$ cat src/rtl/point_line_distance_top_macros.svh
// Assertion helpers for the point-to-line distance block
`ifndef POINT_LINE_DISTANCE_TOP_MACROS_SVH
`define POINT_LINE_DISTANCE_TOP_MACROS_SVH

// same-cycle implication, checked outside reset
`define PLD_ASSERT_NOW(label, clk, rst, ante, cons, msg) \
   label: assert property (@(posedge clk) disable iff (rst) (ante) |-> (cons)) \
      else $error(msg);

// next-cycle implication, checked at every edge
`define PLD_ASSERT_NEXT(label, clk, ante, cons, msg) \
   label: assert property (@(posedge clk) (ante) |=> (cons)) else $error(msg);

`endif

$ cat src/rtl/pld_pkg.sv
// ----------------------------------------------------------------------------
// pld_pkg
// Shared types and constants of the point-to-line distance pipeline.
// ----------------------------------------------------------------------------
package pld_pkg;

   localparam int DIST_BITS = 25;
   localparam int QUOT_BITS = 2 * DIST_BITS;

   typedef struct packed {
      logic valid;
      logic degen;
      logic sat;
   } pld_ctl_type;

endpackage

$ cat src/rtl/pld_sqrt.sv
// ----------------------------------------------------------------------------
// pld_sqrt
// Pipelined integer square root, one root bit per stage; last stage is output.
// ----------------------------------------------------------------------------
module pld_sqrt
   import pld_pkg::*;
(
   input  logic                  clock,
   input  logic                  reset,
   input  logic                  en,
   input  pld_ctl_type           in_ctl,
   input  logic [QUOT_BITS-1:0]  in_quot,
   output pld_ctl_type           out_ctl,
   output logic [DIST_BITS-1:0]  out_root
);

   localparam int XW = QUOT_BITS;
   localparam int RW = XW + 1;
   localparam int RB = DIST_BITS;

   pld_ctl_type   ctl_ff [RB+1];
   logic [XW-1:0] x_ff [RB+1];
   logic [RW-1:0] r_ff [RB+1];

   always_ff @(posedge clock) begin
      if (reset) begin
         ctl_ff[0] <= '0;
      end else if (en) begin
         ctl_ff[0] <= in_ctl;
      end
   end

   always_ff @(posedge clock) begin
      if (en) begin
         x_ff[0] <= in_quot;
         r_ff[0] <= '0;
      end
   end

   for (genvar s = 0; s < RB; s++) begin : g_step
      localparam int SH = 2 * (RB - 1 - s);
      logic [RW-1:0] bitv;
      logic [RW-1:0] sum;
      logic          ge;

      assign bitv = RW'(1) << SH;
      assign sum  = r_ff[s] + bitv;
      assign ge   = RW'(x_ff[s]) >= sum;

      always_ff @(posedge clock) begin
         if (reset) begin
            ctl_ff[s+1] <= '0;
         end else if (en) begin
            ctl_ff[s+1] <= ctl_ff[s];
         end
      end

      always_ff @(posedge clock) begin
         if (en) begin
            x_ff[s+1] <= ge ? XW'(RW'(x_ff[s]) - sum) : x_ff[s];
            r_ff[s+1] <= ge ? (r_ff[s] >> 1) + bitv : r_ff[s] >> 1;
         end
      end
   end

   assign out_ctl  = ctl_ff[RB];
   assign out_root = ctl_ff[RB].degen ? '0 : r_ff[RB][RB-1:0];

endmodule

$ cat config.mk
export PLATFORM = sky130hd
export DESIGN_NAME = pld_sqrt
export DESIGN_NICKNAME = d
export VERILOG_FILES = /design/src/rtl/point_line_distance_top_macros.svh /design/src/rtl/pld_pkg.sv /design/src/rtl/pld_sqrt.sv
export SDC_FILE = /design/constraint.sdc
export NUM_CORES = 2
export LEC_CHECK = 0
export ABC_AREA = 1
export BUFFER_PORTS_ARGS = -buffer_cell sky130_fd_sc_hd__buf_2
export CAP_MARGIN = 20
export CORE_MARGIN = 2
export CORE_UTILIZATION = 62
export DETAILED_ROUTE_END_ITERATION = 8
export PLACE_DENSITY = 0.79
export SLEW_MARGIN = 0
export SYNTH_ARGS = -nofsm -noshare
export SYNTH_HDL_FRONTEND = slang
export SYNTH_SLANG_ARGS = --single-unit
export TNS_END_PERCENT = 10
$ cat constraint.sdc
create_clock -name clock -period 2.9 [get_ports clock]
set_input_delay 0.29 -clock clock [delete_from_list [all_inputs] [get_ports clock]]
set_output_delay 0.29 -clock clock [all_outputs]
set_load 0.05 [all_outputs]
### Yosys cells after proc, flatten, opt, wreduce, memory -nomap -nowiden

Memories as Yosys holds them, arrays and structs flattened.
Index checks and enable logic that the tools add are counted.

* add/sub/neg operators: 75
* order comparisons: 25
* multiplexer cells: 83
* bitwise operators: 26

Operators by type and width (number)
* >= comparator 50 x 51 -> 1 bit: 25
* two-way mux 51 bit: 25
* two-way mux 50 bit: 25
* subtractor 50 bit: 25
* two-way mux 3 bit: 26
* adder 50 x 1 -> 51 bit (second input constant): 1
* adder 50 x 11 -> 51 bit (second input constant): 1
* adder 50 x 13 -> 51 bit (second input constant): 1
* adder 50 x 15 -> 51 bit (second input constant): 1
* adder 50 x 17 -> 51 bit (second input constant): 1
* adder 50 x 19 -> 51 bit (second input constant): 1
* adder 50 x 21 -> 51 bit (second input constant): 1
* adder 50 x 23 -> 51 bit (second input constant): 1
* adder 50 x 25 -> 51 bit (second input constant): 1
* adder 50 x 27 -> 51 bit (second input constant): 1
* adder 50 x 29 -> 51 bit (second input constant): 1
* adder 50 x 3 -> 51 bit (second input constant): 1
* adder 50 x 31 -> 51 bit (second input constant): 1
* adder 50 x 33 -> 51 bit (second input constant): 1
* adder 50 x 35 -> 51 bit (second input constant): 1
* adder 50 x 37 -> 51 bit (second input constant): 1
* adder 50 x 39 -> 51 bit (second input constant): 1
* adder 50 x 41 -> 51 bit (second input constant): 1
* adder 50 x 43 -> 51 bit (second input constant): 1
* other kinds (34): 64

* bits in registers: 0
* RAM bits: 2704
* input port bits: 56
* output and inout bits: 28
* logic and storage cells: 212
* memories kept: 3

Memory list
* r_ff: depth 26, width 51, read ports 26, clocked after Yosys merged registers in 0, write ports 26, line pld_sqrt.sv:23 `logic [RW-1:0] r_ff [RB+1];`
* x_ff: depth 26, width 50, read ports 25, clocked after Yosys merged registers in 0, write ports 26, line pld_sqrt.sv:22 `logic [XW-1:0] x_ff [RB+1];`
* ctl_ff: depth 26, width 3, read ports 26, clocked after Yosys merged registers in 0, write ports 26, line pld_sqrt.sv:21 `pld_ctl_type ctl_ff [RB+1];`

### Logic depth before layout (Yosys ltp)

* word-level depth: 4
* gate-level depth with buffers: 17
* mapped depth without buffers: 16

### Worst setup path after synthesis

OpenSTA, ideal clock, no wires.

* kind: reg2reg
* from: mem x_ff[1][180] (netlist bit)
* to: mem x_ff[1][237] (netlist bit) (data pin)
* setup time: 255 ps
* arrival time: 1883 ps
* required time: 2645 ps
* slack: 762 ps
* stages on the path, launching flop included: 12
* buffers on the path: 2
* period minus slack after synthesis: 2138 ps
* cells stage by stage: edfxtp_1 > ha_1 > a21oi_1 > o21ai_0 > nor2_1 > nand2_1 > nor2_2 > nand2_4 > inv_2 > buf_6 > buf_6 > a21oi_2

RTL lines (line)
* from (decl): pld_sqrt.sv:22

==> impl_results.md <==
- CTS tree: yes
- Worst Setup Path Type: reg2reg
- Post-synth EDFFs: 1653
- Setup_tns: 0 ps
- Maximum number of pins on one net before global-route repair: approximately 150
- RSZ-0062 raised after global routing: yes
- Gpl congestion: 1.03
- Worst Max-Slew Pin Slew: approximately 810 ps
- H-tree Lvls: 4
- DRT Wirelength: 273 mm
- Finished Core Util: between 60% and 70%
- Tot GR Track Use: 36.3%
- Outcome: finished clean
- Clock skew: slightly below 90 ps
- Net Count, Synth: 10.7k
- Average cell area after synthesis: around 8.8 um^2
- Area added between synthesis and finish: 11.8%
- Core area: 145000 um^2
- Avg Vias per Cell: 5.71
- Worst-path maximum fanout: 36
- CP Capture Type: flop
- Hold crit path type: in2reg
- Fmax: 352 MHz
- Largest cells by area after synthesis: edfxtp_1, nand2_1, inv_1
- #FFs+latches synth: about 1.7k
- Hold WS: 132 ps
- Ys async rst share: 0%
- Crit path required time: about 3500 ps
- Top FF cell, synth: edfxtp_1
- Cell taking the most area after synthesis: edfxtp_1
- Routed Antenna Nets: 0
- Final worst slack: 59.4 ps
- Pre-CTS WS: -584 ps
- Max_cap viols: 0
- Full die area: 149000 um^2
- Nets@finish: 11.1k
- Residual DRC count: 0
- Synth top area share: 54.8%
- Initial antenna violation count: 7
- Drt wl/cell: 21.4 um
- PortBufs: 83
- Vias post-DR: roughly 73k
- Seq/Total Area, Yosys: 54.8%
- Fillers: 11.0k
- First-pass GRT wire length: about 410 mm
- Worst Path Arrival: around 3400 ps
- Critical Path Source Type: flop
- Ports: 84
- Cell Pwr Density: 723 nW/um^2
- Grt total ovfl: 0
- Overall die height: 386 um
- DR pass1 iterations: 6
- Synth Cell Area: slightly above 90000 um^2
- Leakage: 44.9 nW
- HPWL Detailed: 204 mm
- Syn Inst Count: ~10k
- Tmin final: 2840 ps
- Clk_lat worst skew: ~860 ps
- Starting DRT DRC Count: 7916
- Setup violations, final: 0
- CTS sink cnt: 1653
- Library cells used by synthesis: 52
- VDD IR max: between 600 and 700 uV
- Period utilization: between 90 and 100%
- Slew Viols, Final: 0
- Longest Clk Path Bufs: 3
- Die Width: 386 um
- Clock-pin slew on the worst setup and hold paths: 70 ps
- Vias in the first global route: 70.0k
- Row count: 140
- Initial core utilization: between 60 and 70%
- Fin. Hold Viols: 0
- Num CTS Buffers: 173
- Slew margin rel.: a little under half
- Fraction of layout cells with a size suffix above 1: 6.77%
- Root Buffer: clkbuf_16
- Yosys warning total: 0
## through the flow
step           instance area, um^2  instances  power (mW)
6_report                    101000      12782        73.2
3_5_place_dp                 94700      12408        49.3
3_3_place_gp                 94700      12408        49.0
4_1_cts                     101000      12780        72.8
2_1_floorplan                90600      10306        43.1
5_1_grt                     101000      12781        76.3
## timing repair
action,CTS,global route
pin swaps,1,0
setup endpoints to repair,29,70
resized for setup,4,17
setup buffers,0,1
hold buffers,54,0
endpoints found under the hold margin,85,0
## state kept, by name (all words and copies together) (netlist names)
register / cells
x_ff: 1250
r_ff: 325
ctl_ff: 78
## cell type report
class	count	area, um^2	share of cell area, %
Clock buffer	201	4430	4.38
Inverter	1736	6520	6.44
Sequential cell	1653	49600	49.0
Antenna cell	1	2.50	0.00247
Timing Repair Buffer	331	2830	2.80
Clock inverter	117	1570	1.55
Multi-Input combinational cell	6826	33900	33.5
Tap cell	1917	2400	2.37
## layer usage
| metal | routed length [um] | track usage [%] | up-vias | part of all wire, % |
|---|---|---|---|---|
| li1 | - | - | 34400 | - |
| met1 | 106000 | 46.4 | 34171 | 39 |
| met2 | 129000 | 60.4 | 3665 | 47 |
| met3 | 23700 | 6.93 | 679 | 8.7 |
| met4 | 13900 | 16.3 | 10 | 5.1 |
| met5 | 117 | 0 | - | 0.043 |
## report_power, final
group	total, mW	leakage (nW)	switching [mW]	internal (mW)
combinational	17.1	26.0	11.5	5.58
clock	23.5	2.87	10.2	13.3
sequential	32.6	16.0	2.66	29.9
total	73.2	44.9	24.4	48.8
## worst max-delay path: stages, from the launching register on
cell and delay (ps):
edfxtp_1 520, inv_1 90, ha_1 370, nand2_1 130
nor2_1 260, nand2_1 160, inv_1 80, nand2_1 50
nand2_1 140, nand2_1 110, nand2_2 110, nor2_4 50
buf_12 160, o21ai_0 390
## final timing paths
check,to,from,cells after the start,slack [ps]
worst min register to register,r_ff[1][133],r_ff[1][83],0,410
worst max-delay path,x_ff[1][361],r_ff[2][317],13,60
worst max register to register,x_ff[1][361],r_ff[2][317],13,60
worst min-delay path,ctl_ff[1][1],reset,4,130
## cell usage after synthesis, drive strengths merged (2+ instances only)
| cell type | instances |
|---|---|
| nor3 | 132 |
| ha | 346 |
| and2 | 23 |
| a21oi | 384 |
| o21ai | 302 |
| a21o | 21 |
| a22oi | 2 |
| o21bai | 18 |
| clkbuf | 15 |
| a31oi | 3 |
| xnor2 | 159 |
| o211ai | 9 |
| and3 | 6 |
| nor2 | 1218 |
| nand3b | 68 |
| nor3b | 4 |
| nor4 | 72 |
| edfxtp | 1653 |
| o21a | 8 |
| xor2 | 148 |
| or2 | 22 |
| nand2 | 3131 |
| nand4 | 188 |
| a21boi | 10 |
| nand3 | 548 |
| buf | 76 |
| inv | 1735 |
## logic make-up after synthesis
logic type               Yosys count  share of synthesized area, %
flip-flops                      1653                          54.8
buffers and inverters           1827                          7.90
adder cells (fa/ha/maj)          346                          4.78
XOR/XNOR                         307                          2.97
AO/OA/AOI/OAI                    760                          4.67
AND/OR/NAND/NOR                 5413                          24.9
## cell usage in the layout, fill, tap and decap left out, types with 39 or more instances in the layout
cell / instances
xor2_1: 147
o21ai_0: 269
a21oi_1: 323
nor2_2: 39
xnor2_1: 159
dlygate4sd3_1: 54
clkbuf_16: 173
inv_1: 1722
nor2_1: 1163
nand4_1: 188
edfxtp_1: 1653
nor3_1: 127
nor4_1: 70
nand3b_1: 68
nand3_1: 540
ha_1: 346
buf_4: 161
buf_2: 82
nand2_1: 3100
a21oi_2: 61
(Power assumes the default switching activity.)
